## src/rtl/core/assert_macros.svh

```systemverilog
// Assertion macros shared by the touch front end modules.
`ifndef ASSERT_MACROS_SVH
`define ASSERT_MACROS_SVH

// Same-cycle implication, off during reset.
`define ASSERT_IMPL(name, clk, rst_n, ante, cons) \
    name: assert property (@(posedge clk) disable iff (!rst_n) (ante) |-> (cons)) \
        else $error("assertion failed");

// Next-cycle implication, off during reset.
`define ASSERT_NEXT(name, clk, rst_n, ante, cons) \
    name: assert property (@(posedge clk) disable iff (!rst_n) (ante) |=> (cons)) \
        else $error("assertion failed");

`endif

```

## src/rtl/core/tcds_pkg.sv

```systemverilog
// Types and constants of the touch calibrate, debounce and smooth block.
package tcds_pkg;

    localparam int POS_MAX    = 16383;
    localparam int AVG_WEIGHT = 9;
    localparam int CAL_BASE   = 128;
    localparam int CAL_GAIN   = 768;
    localparam int SCALE_DIV  = 1023;
    localparam int CELL_DIV   = 16'h3FFF;
    localparam int CELL_MAX   = 255;

    localparam int DIV_W   = 42;
    localparam int DEN_W   = 16;
    localparam int CNT_W   = 6;

    typedef enum logic [2:0] {
        REG_CAL_X_LOW,
        REG_CAL_Y_LOW,
        REG_CAL_X_HIGH,
        REG_CAL_Y_HIGH,
        REG_DEBOUNCE,
        REG_TAP_WINDOW,
        REG_SCREEN_COLS,
        REG_SCREEN_ROWS
    } t_reg_idx;

    typedef struct packed {
        logic [13:0] cal_x_low;
        logic [13:0] cal_y_low;
        logic [13:0] cal_x_high;
        logic [13:0] cal_y_high;
        logic [15:0] debounce_ms;
        logic [15:0] tap_window_ms;
        logic [7:0]  screen_cols;
        logic [7:0]  screen_rows;
    } t_cfg;

    typedef struct packed {
        logic                    start;
        logic signed [DIV_W-1:0] num;
        logic signed [DEN_W-1:0] den;
    } t_div_req;

    typedef struct packed {
        logic                    done;
        logic signed [DIV_W-1:0] quo;
    } t_div_rsp;

    typedef enum logic [3:0] {
        ST_IDLE,
        ST_CALX,
        ST_SCLX,
        ST_CALY,
        ST_SCLY,
        ST_DECIDE,
        ST_SMX,
        ST_SMY,
        ST_CELX,
        ST_CELY,
        ST_OUT
    } t_state;

endpackage

```

## src/rtl/core/tcds_cfg.sv

```systemverilog
// Configuration register file of the touch front end.
module tcds_cfg
    import tcds_pkg::*;
(
    input  logic        i_clk,
    input  logic        i_rst_n,
    input  logic        i_wr_valid,
    input  logic [2:0]  i_wr_index,
    input  logic [15:0] i_wr_data,
    output t_cfg        o_cfg
);

    t_cfg r_cfg;
    t_cfg n_cfg;

    always_comb begin
        n_cfg = r_cfg;
        if (i_wr_valid) begin
            unique case (t_reg_idx'(i_wr_index))
                REG_CAL_X_LOW:   n_cfg.cal_x_low     = i_wr_data[13:0];
                REG_CAL_Y_LOW:   n_cfg.cal_y_low     = i_wr_data[13:0];
                REG_CAL_X_HIGH:  n_cfg.cal_x_high    = i_wr_data[13:0];
                REG_CAL_Y_HIGH:  n_cfg.cal_y_high    = i_wr_data[13:0];
                REG_DEBOUNCE:    n_cfg.debounce_ms   = i_wr_data;
                REG_TAP_WINDOW:  n_cfg.tap_window_ms = i_wr_data;
                REG_SCREEN_COLS: n_cfg.screen_cols   = i_wr_data[7:0];
                REG_SCREEN_ROWS: n_cfg.screen_rows   = i_wr_data[7:0];
                default:         n_cfg = r_cfg;
            endcase
        end
    end

    always_ff @(posedge i_clk) begin
        if (!i_rst_n) begin
            r_cfg.cal_x_low     <= 14'd128;
            r_cfg.cal_y_low     <= 14'd128;
            r_cfg.cal_x_high    <= 14'd896;
            r_cfg.cal_y_high    <= 14'd896;
            r_cfg.debounce_ms   <= 16'd100;
            r_cfg.tap_window_ms <= 16'd250;
            r_cfg.screen_cols   <= 8'd80;
            r_cfg.screen_rows   <= 8'd25;
        end else begin
            r_cfg <= n_cfg;
        end
    end

    assign o_cfg = r_cfg;

endmodule

```

## src/rtl/core/tcds_div.sv

```systemverilog
// Bit-serial signed divider, truncating toward zero, one quotient bit per cycle.
`include "assert_macros.svh"
module tcds_div
    import tcds_pkg::*;
(
    input  logic     i_clk,
    input  logic     i_rst_n,
    input  t_div_req i_req,
    output t_div_rsp o_rsp
);

    localparam logic [CNT_W-1:0] LAST = CNT_W'(DIV_W - 1);

    logic             r_busy, n_busy;
    logic             r_done, n_done;
    logic [CNT_W-1:0] r_cnt, n_cnt;
    logic [DIV_W-1:0] r_q, n_q;
    logic [DEN_W-1:0] r_rem, n_rem;
    logic [DEN_W-1:0] r_d, n_d;
    logic             r_neg, n_neg;
    logic             r_zero, n_zero;
    logic [DEN_W-1:0] trial;
    logic             qbit;

    always_comb begin
        n_busy = r_busy;
        n_done = 1'b0;
        n_cnt  = r_cnt;
        n_q    = r_q;
        n_rem  = r_rem;
        n_d    = r_d;
        n_neg  = r_neg;
        n_zero = r_zero;
        // remainder stays below the divisor, so its top bit is free
        trial  = {r_rem[DEN_W-2:0], r_q[DIV_W-1]};
        qbit   = (trial >= r_d);
        if (i_req.start) begin
            n_busy = 1'b1;
            n_cnt  = '0;
            n_rem  = '0;
            n_q    = i_req.num[DIV_W-1] ? DIV_W'(-i_req.num) : DIV_W'(i_req.num);
            n_d    = i_req.den[DEN_W-1] ? DEN_W'(-i_req.den) : DEN_W'(i_req.den);
            n_neg  = i_req.num[DIV_W-1] ^ i_req.den[DEN_W-1];
            n_zero = (i_req.den == '0);
        end else if (r_busy) begin
            n_rem = qbit ? (trial - r_d) : trial;
            n_q   = {r_q[DIV_W-2:0], qbit};
            n_cnt = r_cnt + 1'b1;
            if (r_cnt == LAST) begin
                n_busy = 1'b0;
                n_done = 1'b1;
            end
        end
    end

    always_ff @(posedge i_clk) begin
        if (!i_rst_n) begin
            r_busy <= 1'b0;
            r_done <= 1'b0;
            r_cnt  <= '0;
        end else begin
            r_busy <= n_busy;
            r_done <= n_done;
            r_cnt  <= n_cnt;
        end
        r_q    <= n_q;
        r_rem  <= n_rem;
        r_d    <= n_d;
        r_neg  <= n_neg;
        r_zero <= n_zero;
    end

    assign o_rsp.done = r_done;
    assign o_rsp.quo  = r_zero ? '0 : (r_neg ? $signed(-r_q) : $signed(r_q));

    `ASSERT_IMPL(a_no_restart, i_clk, i_rst_n, r_busy, !i_req.start)
    `ASSERT_IMPL(a_done_after_run, i_clk, i_rst_n, r_done, $past(r_busy))

endmodule

```

## src/rtl/core/touch_calibrate_debounce_smooth_unit.sv

```systemverilog
// Touch front end: calibration, tap and bounce timing, smoothing, cell conversion.
//
// Input items arrive on the s_axis channel: tuser carries the report kind
// (0 finger-up, 1 position), tdata carries raw_x, raw_y and time_ms.
// Every input item gives exactly one result item on the m_axis channel:
// left_button, smoothed pos_x/pos_y and the text cell column and row.
// Registers are written over the cfg channel (index 0..7), which is always
// ready; write them only while the block is idle.
// Items are handled one at a time. All divisions go through one shared
// bit-serial divider. From accept to result valid, a finger-up item takes
// two divisions, a tap press six and any other position eight; the next
// item is taken the cycle after the result is handed to the output register.
// The result sits in an output register; the next item is accepted while it
// waits, and the block holds only when a new result finds the register
// still full. Reset restores the register defaults and clears all tracking
// state (average, offsets, release flag, drag flag, lift time).
`include "assert_macros.svh"
module touch_calibrate_debounce_smooth_unit
    import tcds_pkg::*;
(
    input  logic        i_clk,
    input  logic        i_rst_n,
    input  logic        i_s_axis_tvalid,
    output logic        o_s_axis_tready,
    input  logic [63:0] i_s_axis_tdata,  // raw_x[13:0], raw_y[27:14], time_ms[59:28], zero pad
    input  logic        i_s_axis_tuser,  // cmd
    output logic        o_m_axis_tvalid,
    input  logic        i_m_axis_tready,
    // left_button[0], pos_x[16:1], pos_y[32:17], cell_col[41:33], cell_row[50:42], zero pad
    output logic [55:0] o_m_axis_tdata,
    input  logic        i_cfg_valid,
    output logic        o_cfg_ready,
    input  logic [2:0]  i_cfg_index,
    input  logic [15:0] i_cfg_data
);

    t_cfg     cfg;
    t_div_req div_req;
    t_div_rsp div_rsp;

    tcds_cfg u_cfg (
        .i_clk      (i_clk),
        .i_rst_n    (i_rst_n),
        .i_wr_valid (i_cfg_valid),
        .i_wr_index (i_cfg_index),
        .i_wr_data  (i_cfg_data),
        .o_cfg      (cfg)
    );

    tcds_div u_div (
        .i_clk   (i_clk),
        .i_rst_n (i_rst_n),
        .i_req   (div_req),
        .o_rsp   (div_rsp)
    );

    assign o_cfg_ready = 1'b1;

    function automatic logic signed [15:0] sat16(input logic signed [DIV_W-1:0] v);
        if (v < -42'sd32768)     return -16'sd32768;
        else if (v > 42'sd32767) return 16'sd32767;
        else                     return v[15:0];
    endfunction

    function automatic logic signed [17:0] clamp_pos(input logic signed [DIV_W-1:0] v);
        if (v < 0)                     return '0;
        else if (v > DIV_W'(POS_MAX))  return 18'(POS_MAX);
        else                           return v[17:0];
    endfunction

    function automatic logic signed [8:0] sat_cell(input logic signed [DIV_W-1:0] v);
        if (v < -DIV_W'(CELL_MAX))     return -9'(CELL_MAX);
        else if (v > DIV_W'(CELL_MAX)) return 9'(CELL_MAX);
        else                           return v[8:0];
    endfunction

    t_state r_state, n_state;
    logic   r_go, n_go;

    // latched input item
    logic [13:0] r_rx, n_rx;
    logic [13:0] r_ry, n_ry;
    logic [31:0] r_now, n_now;

    // tracking state
    logic signed [15:0] r_avg_x, n_avg_x, r_avg_y, n_avg_y;
    logic signed [15:0] r_off_x, n_off_x, r_off_y, n_off_y;
    logic               r_rel, n_rel;
    logic               r_drag, n_drag;
    logic [31:0]        r_lift, n_lift;

    // working values
    logic signed [25:0] r_cal, n_cal;
    logic signed [17:0] r_x, n_x, r_y, n_y;
    logic               r_btn, n_btn;
    logic signed [8:0]  r_col, n_col;

    // finished result, held until the output register takes it
    logic [55:0] r_stage, n_stage;

    // output register
    logic        r_m_valid, n_m_valid;
    logic [55:0] r_m_data, n_m_data;

    logic               sel_y;
    logic signed [14:0] cal_d;
    logic signed [15:0] cal_span;
    logic [31:0]        gap;
    logic               press, bounce;
    logic signed [15:0] d_off_x, d_off_y, d_avg_x, d_avg_y;
    logic signed [17:0] d_x, d_y;

    always_comb begin
        sel_y    = (r_state == ST_CALY);
        cal_d    = sel_y ? ($signed({1'b0, r_ry}) - $signed({1'b0, cfg.cal_y_low}))
                         : ($signed({1'b0, r_rx}) - $signed({1'b0, cfg.cal_x_low}));
        cal_span = sel_y ? ($signed({2'b0, cfg.cal_y_high}) - $signed({2'b0, cfg.cal_y_low}))
                         : ($signed({2'b0, cfg.cal_x_high}) - $signed({2'b0, cfg.cal_x_low}));
        gap      = r_now - r_lift;
        press    = (gap > 32'(cfg.debounce_ms)) && (gap < 32'(cfg.tap_window_ms));
        bounce   = (gap <= 32'(cfg.debounce_ms));
    end

    // divider operands per step
    always_comb begin
        div_req.start = 1'b0;
        div_req.num   = '0;
        div_req.den   = '0;
        unique case (r_state)
            ST_CALX, ST_CALY: begin
                div_req.num = (DIV_W'(cal_d) <<< 9) + (DIV_W'(cal_d) <<< 8);
                div_req.den = cal_span;
            end
            ST_SCLX, ST_SCLY: begin
                div_req.num = DIV_W'(r_cal) * DIV_W'(POS_MAX);
                div_req.den = DEN_W'(SCALE_DIV);
            end
            ST_SMX: begin
                div_req.num = DIV_W'(r_avg_x) * DIV_W'(AVG_WEIGHT) + DIV_W'(r_x);
                div_req.den = DEN_W'(AVG_WEIGHT + 1);
            end
            ST_SMY: begin
                div_req.num = DIV_W'(r_avg_y) * DIV_W'(AVG_WEIGHT) + DIV_W'(r_y);
                div_req.den = DEN_W'(AVG_WEIGHT + 1);
            end
            ST_CELX: begin
                div_req.num = DIV_W'(r_avg_x) * DIV_W'($signed({1'b0, cfg.screen_cols}));
                div_req.den = DEN_W'(CELL_DIV);
            end
            ST_CELY: begin
                div_req.num = DIV_W'(r_avg_y) * DIV_W'($signed({1'b0, cfg.screen_rows}));
                div_req.den = DEN_W'(CELL_DIV);
            end
            default: begin
                div_req.num = '0;
            end
        endcase
        if (r_go && r_state != ST_IDLE && r_state != ST_DECIDE && r_state != ST_OUT) begin
            div_req.start = 1'b1;
        end
    end

    always_comb begin
        n_state   = r_state;
        n_go      = 1'b0;
        n_rx      = r_rx;
        n_ry      = r_ry;
        n_now     = r_now;
        n_avg_x   = r_avg_x;
        n_avg_y   = r_avg_y;
        n_off_x   = r_off_x;
        n_off_y   = r_off_y;
        n_rel     = r_rel;
        n_drag    = r_drag;
        n_lift    = r_lift;
        n_cal     = r_cal;
        n_x       = r_x;
        n_y       = r_y;
        n_btn     = r_btn;
        n_col     = r_col;
        n_stage   = r_stage;
        n_m_valid = r_m_valid && !i_m_axis_tready;
        n_m_data  = r_m_data;
        d_off_x   = r_off_x;
        d_off_y   = r_off_y;
        d_avg_x   = r_avg_x;
        d_avg_y   = r_avg_y;
        d_x       = r_x;
        d_y       = r_y;
        o_s_axis_tready = (r_state == ST_IDLE);

        unique case (r_state)
            ST_IDLE: begin
                if (i_s_axis_tvalid) begin
                    n_rx  = i_s_axis_tdata[13:0];
                    n_ry  = i_s_axis_tdata[27:14];
                    n_now = i_s_axis_tdata[59:28];
                    n_go  = 1'b1;
                    if (i_s_axis_tuser) begin
                        n_state = ST_CALX;
                    end else begin
                        // finger-up: remember the lift point and time
                        n_off_x = r_avg_x;
                        n_off_y = r_avg_y;
                        n_lift  = i_s_axis_tdata[59:28];
                        n_rel   = 1'b1;
                        n_btn   = 1'b0;
                        n_state = ST_CELX;
                    end
                end
            end
            ST_CALX, ST_CALY: begin
                if (div_rsp.done) begin
                    n_cal   = 26'(DIV_W'(CAL_BASE) + div_rsp.quo);
                    n_go    = 1'b1;
                    n_state = (r_state == ST_CALX) ? ST_SCLX : ST_SCLY;
                end
            end
            ST_SCLX: begin
                if (div_rsp.done) begin
                    n_x     = clamp_pos(div_rsp.quo);
                    n_go    = 1'b1;
                    n_state = ST_CALY;
                end
            end
            ST_SCLY: begin
                if (div_rsp.done) begin
                    n_y     = clamp_pos(DIV_W'(POS_MAX) - div_rsp.quo);
                    n_state = ST_DECIDE;
                end
            end
            ST_DECIDE: begin
                n_btn = 1'b0;
                if (r_rel && press) begin
                    // tap: press at the lift point and start a drag
                    n_rel   = 1'b0;
                    n_drag  = 1'b1;
                    n_btn   = 1'b1;
                    n_avg_x = r_off_x;
                    n_avg_y = r_off_y;
                    n_off_x = sat16(DIV_W'(r_off_x) - DIV_W'(r_x));
                    n_off_y = sat16(DIV_W'(r_off_y) - DIV_W'(r_y));
                    n_go    = 1'b1;
                    n_state = ST_CELX;
                end else begin
                    if (r_rel) begin
                        n_rel = 1'b0;
                        if (bounce) begin
                            d_off_x = '0;
                            d_off_y = '0;
                        end else begin
                            n_drag  = 1'b0;
                            d_avg_x = 16'(r_x);
                            d_avg_y = 16'(r_y);
                        end
                    end
                    if (n_drag) begin
                        d_x   = 18'(19'(r_x) + 19'(d_off_x));
                        d_y   = 18'(19'(r_y) + 19'(d_off_y));
                        n_btn = 1'b1;
                    end
                    n_off_x = d_off_x;
                    n_off_y = d_off_y;
                    n_avg_x = d_avg_x;
                    n_avg_y = d_avg_y;
                    n_x     = d_x;
                    n_y     = d_y;
                    n_go    = 1'b1;
                    n_state = ST_SMX;
                end
            end
            ST_SMX: begin
                if (div_rsp.done) begin
                    n_avg_x = sat16(div_rsp.quo);
                    n_go    = 1'b1;
                    n_state = ST_SMY;
                end
            end
            ST_SMY: begin
                if (div_rsp.done) begin
                    n_avg_y = sat16(div_rsp.quo);
                    n_go    = 1'b1;
                    n_state = ST_CELX;
                end
            end
            ST_CELX: begin
                if (div_rsp.done) begin
                    n_col   = sat_cell(div_rsp.quo);
                    n_go    = 1'b1;
                    n_state = ST_CELY;
                end
            end
            ST_CELY: begin
                if (div_rsp.done) begin
                    n_stage = {5'd0, sat_cell(div_rsp.quo), r_col, r_avg_y, r_avg_x, r_btn};
                    n_state = ST_OUT;
                end
            end
            ST_OUT: begin
                // hold until the output register is free
                if (!r_m_valid || i_m_axis_tready) begin
                    n_m_valid = 1'b1;
                    n_m_data  = r_stage;
                    n_state   = ST_IDLE;
                end
            end
            default: begin
                n_state = ST_IDLE;
            end
        endcase
    end

    always_ff @(posedge i_clk) begin
        if (!i_rst_n) begin
            r_state   <= ST_IDLE;
            r_go      <= 1'b0;
            r_avg_x   <= '0;
            r_avg_y   <= '0;
            r_off_x   <= '0;
            r_off_y   <= '0;
            r_rel     <= 1'b0;
            r_drag    <= 1'b0;
            r_lift    <= '0;
            r_m_valid <= 1'b0;
        end else begin
            r_state   <= n_state;
            r_go      <= n_go;
            r_avg_x   <= n_avg_x;
            r_avg_y   <= n_avg_y;
            r_off_x   <= n_off_x;
            r_off_y   <= n_off_y;
            r_rel     <= n_rel;
            r_drag    <= n_drag;
            r_lift    <= n_lift;
            r_m_valid <= n_m_valid;
        end
        r_rx     <= n_rx;
        r_ry     <= n_ry;
        r_now    <= n_now;
        r_cal    <= n_cal;
        r_x      <= n_x;
        r_y      <= n_y;
        r_btn    <= n_btn;
        r_col    <= n_col;
        r_stage  <= n_stage;
        r_m_data <= n_m_data;
    end

    assign o_m_axis_tvalid = r_m_valid;
    assign o_m_axis_tdata  = r_m_data;

    `ASSERT_NEXT(a_one_item, i_clk, i_rst_n, i_s_axis_tvalid && o_s_axis_tready, !o_s_axis_tready)
    `ASSERT_IMPL(a_out_from_out_state, i_clk, i_rst_n, $rose(o_m_axis_tvalid), $past(r_state == ST_OUT))

endmodule
```

## config.mk

```make
export PLATFORM = sky130hd
export DESIGN_NAME = touch_calibrate_debounce_smooth_unit
export DESIGN_NICKNAME = d
export VERILOG_FILES = /design/src/rtl/core/tcds_pkg.sv /design/src/rtl/core/tcds_cfg.sv /design/src/rtl/core/tcds_div.sv /design/src/rtl/core/touch_calibrate_debounce_smooth_unit.sv
export VERILOG_INCLUDE_DIRS = /design/src /design/src/rtl/core
export SDC_FILE = /design/constraint.sdc
export NUM_CORES = 2
export LEC_CHECK = 0
export BUFFER_PORTS_ARGS = -buffer_cell sky130_fd_sc_hd__buf_4
export CORE_MARGIN = 2
export CORE_UTILIZATION = 45
export CTS_CLUSTER_SIZE = 30
export DETAILED_ROUTE_END_ITERATION = 8
export PLACE_DENSITY = 0.58
export RECOVER_POWER = 100
export REMOVE_ABC_BUFFERS = 1
export SETUP_SLACK_MARGIN = 0.2
export SLEW_MARGIN = 0
export SYNTH_ARGS = -nofsm -noshare
export SYNTH_HDL_FRONTEND = slang
export SYNTH_SLANG_ARGS = --single-unit
```

## constraint.sdc

```tcl
create_clock -name i_clk -period 10.2 [get_ports i_clk]
set_input_delay 2.04 -clock i_clk [delete_from_list [all_inputs] [get_ports i_clk]]
set_output_delay 2.04 -clock i_clk [all_outputs]
set_load 0.05 [all_outputs]
```

==> impl_metrics.env <==
export IMPL_fp_row_count=131
export IMPL_path_max_fanout=10
export IMPL_antenna_found_initial=2
export IMPL_cts_buffers=61
export IMPL_vdd_drop_max_mv=0.151
export IMPL_drc=0
export IMPL_crit_buf_inv=6
export IMPL_postCtsHoldBufs=0
export IMPL_hpwl_um=143000
export IMPL_io_pins=148
export IMPL_drt_pre_antenna_iters=6
export IMPL_ys_seq_area_share_pct=23.4
export IMPL_rsz0062_at_grt="false"
export IMPL_period_needed_ps=9570
export IMPL_ys_ff_latch=525
export IMPL_die_h_um=362
export IMPL_cts_root_buffer="clkbuf_16"
export IMPL_ys_warnings_count=0
export IMPL_fmax_mhz=105
export IMPL_setup_viol=0
export IMPL_setup_tns_ps=0
export IMPL_clock_skew_ps=38.3
export IMPL_drt_initial_drc_count=3787
export IMPL_ys_top_cells_by_area="fa_1 (16%), edfxtp_1 (15%), ha_1 (12%)"
export IMPL_async_reset_ff_share_pct=0
export IMPL_vias=47700
export IMPL_required_ps=10670
export IMPL_maxSlewViolCount=810
export IMPL_drive_gt1_share_pct=4.90
export IMPL_cp_start_kind="flop"
export IMPL_ant_nets=0
export IMPL_wire_per_inst_um=21.8
export IMPL_yosysTopAreaCell="fa_1"
export IMPL_hold_path_class="flop to flop"
export IMPL_grt_pass1_wl_um=278000
export IMPL_fin_util_pct=48.7
export IMPL_fp_dieW_um=362
export IMPL_fillers=12500
export IMPL_grt_max_degree=88
export IMPL_path_delay_family="adder cells"
export IMPL_worst_pin_slew_ps=4390
export IMPL_synthFlopType="edfxtp_1"
export IMPL_post_route_period_util_pct=93.8
export IMPL_coreArea_mm2=0.127
export IMPL_p_leak_nw=27.2
export IMPL_arrival_ps=10040
export IMPL_critPathKind="flop to flop"
export IMPL_ctsResizeCount=0
export IMPL_cts_htree_levels=2
export IMPL_crit_path_top_delay_cell="xnor2_1"
export IMPL_hold_viol=0
export IMPL_dieArea_mm2=0.131
export IMPL_placed_cell_area_mm2=0.0603
export IMPL_nNetsFinal=7753
export IMPL_area_growth_pct=7.63
export IMPL_slew_headroom_pct=-193
export IMPL_gp_congestion=1.01
export IMPL_syn_area_mm2=0.0576
export IMPL_pwr_density_cell_mw_per_mm2=149
export IMPL_clk_path_buf_depth=3
export IMPL_cts_sinks=525
export IMPL_maxUsedRoutingLayer="met5"
export IMPL_finalWirelength_um=182000
export IMPL_finalPower_mw=9.22
export IMPL_grt_usage_pct=27.5
export IMPL_grt_overflow_total=0
export IMPL_maxCapViolCount=21
export IMPL_syn_inst=6639
export IMPL_met1_length_um=74400
export IMPL_viasPerCell=5.71
export IMPL_critPathMostFrequentCell="fa_1"
export IMPL_synth_common_cells="inv_1 (955), nand2_1 (710), ha_1 (564)"
export IMPL_clk_latency_ps=710
export IMPL_end_kind="flop"
export IMPL_status="finished, violations left"
export IMPL_yosysMostFrequentCell="inv_1"
export IMPL_violations="capacitance limit, slew limit"
export IMPL_ys_types=95
export IMPL_synth_edf_count=294
export IMPL_timing_hold_ws_ps=417
export IMPL_clk_pin_slew_ps=70
export IMPL_io_buffers=137
export IMPL_route_met3_wl_um=10600
export IMPL_wl_met2_um=87700
export IMPL_cts_setup_buffers=0
export IMPL_fin_area_mm2=0.0620
export IMPL_avgSynthCellArea_um2=8.67
export IMPL_synth_top_area_share_pct=16.1
export IMPL_grt_pass1_vias=46700
export IMPL_cts_tree="yes"
export IMPL_start_util_pct=45.3
export IMPL_slowest_delay_ps=780
==> final timing paths <==
kind	to	start	cells past startpoint	slack (ps)
worst min-delay path	o_m_axis_tdata[19]$_DFFE_PP_	r_stage[19]$_DFFE_PP_	0	420
worst max register to register	u_div.r_q[30]$_DFFE_PP_	r_cal[5]$_DFFE_PP_	26	630
worst max-delay path	u_div.r_q[30]$_DFFE_PP_	r_cal[5]$_DFFE_PP_	26	630
worst min register to register	o_m_axis_tdata[19]$_DFFE_PP_	r_stage[19]$_DFFE_PP_	0	420
==> flip-flops by register name, indices dropped and copies added (netlist names), 4 cells and up <==
name            count
r_off_y            16
u_div.r_d          16
u_div.r_q          42
r_state             4
r_rx               14
r_off_x            16
r_avg_y            16
r_x                18
u_div.r_rem        15
u_cfg.o_cfg       104
o_m_axis_tdata     51
r_lift             32
r_col               9
r_now              32
r_y                18
r_ry               14
u_div.r_cnt         6
r_avg_x            16
r_cal              26
r_stage            51
==> cell families (layout without fill, tap and decap cells) <==
kind of cell,count (synthesis),count (layout),share of synthesized area [%]
xor+xnor,336,336,5.12
mux,81,81,1.45
compound gates,1475,1475,17.0
flops,525,525,23.4
buf+inv,1248,1294,8.24
simple gates,1944,1944,16.5
fa+ha+maj,1028,1028,28.4
other cells,2,8,0.0130
==> metal layers <==
| layer | up-vias | global-route usage (%) |
|---|---|---|
| met1 | 23300 | 34.3 |
| met3 | 402 | 3.93 |
| met5 | - | 0 |
| li1 | 22600 | - |
| met2 | 1406 | 47.5 |
| met4 | 2 | 11.7 |
==> cell usage in the layout (no fill, tap or decap), types with 49 or more instances in the layout <==
cell | netlist | layout
clkbuf_16 | 0 | 64
and2_1 | 205 | 199
mux2i_1 | 62 | 62
buf_4 | 7 | 67
fa_1 | 463 | 463
o22ai_1 | 50 | 49
a31oi_1 | 57 | 57
o211ai_1 | 64 | 64
a21oi_1 | 308 | 308
edfxtp_1 | 294 | 294
a21o_1 | 77 | 77
clkbuf_1 | 242 | 114
xnor2_1 | 204 | 204
clkbuf_4 | 0 | 51
a21boi_0 | 143 | 142
nand2_1 | 710 | 709
inv_1 | 955 | 955
nor3_1 | 109 | 107
ha_1 | 564 | 564
nor2_1 | 381 | 378
nor2b_1 | 61 | 61
o21a_1 | 56 | 56
xor2_1 | 131 | 131
a211oi_1 | 59 | 59
o21ai_0 | 320 | 322
nand3_1 | 106 | 105
nand2b_1 | 58 | 57
nand4_1 | 55 | 55
dfxtp_1 | 231 | 231
==> worst reg2reg max path, cell delays in order (launching register included) <==
cell	delay (ps)
edfxtp_1	440
inv_1	150
fa_1	710
inv_1	170
fa_1	600
fa_1	460
fa_1	530
fa_1	560
inv_1	50
fa_1	500
inv_1	40
ha_1	430
o21ai_0	200
nor2_1	80
o41ai_1	410
o31ai_1	240
a221o_1	410
xnor2_1	780
o221ai_1	250
a211o_1	430
nor4b_1	310
clkbuf_1	260
and2_1	330
clkbuf_1	400
a41oi_1	190
o211a_1	310
a21oi_1	110
==> cell type report <==
class	instances	area, um^2	area share (%)
diodes	1	2.50	0.00404
clock buffers	85	1780	2.87
clock inverters	31	344	0.555
inverters	956	3590	5.79
multi-input cells	4871	39400	63.7
flip-flops and latches	525	13500	21.7
well taps	1662	2080	3.36
repair buffers	222	1280	2.06
==> stage by stage <==
stage	setup WS (ps)	instances
finish	635	8353
global route	208	8352
CTS	1100	8352
detailed placement	1200	8236
global placement	1300	8236
floorplan	1000	6352
==> report_power, final <==
part	switching, mW	total [mW]	internal, mW	leakage (nW)
registers	0.184	2.73	2.55	4.50
clock network	0.984	2.34	1.35	1.03
logic	2.73	4.15	1.42	21.6
Power figures use the tool's default switching activity.
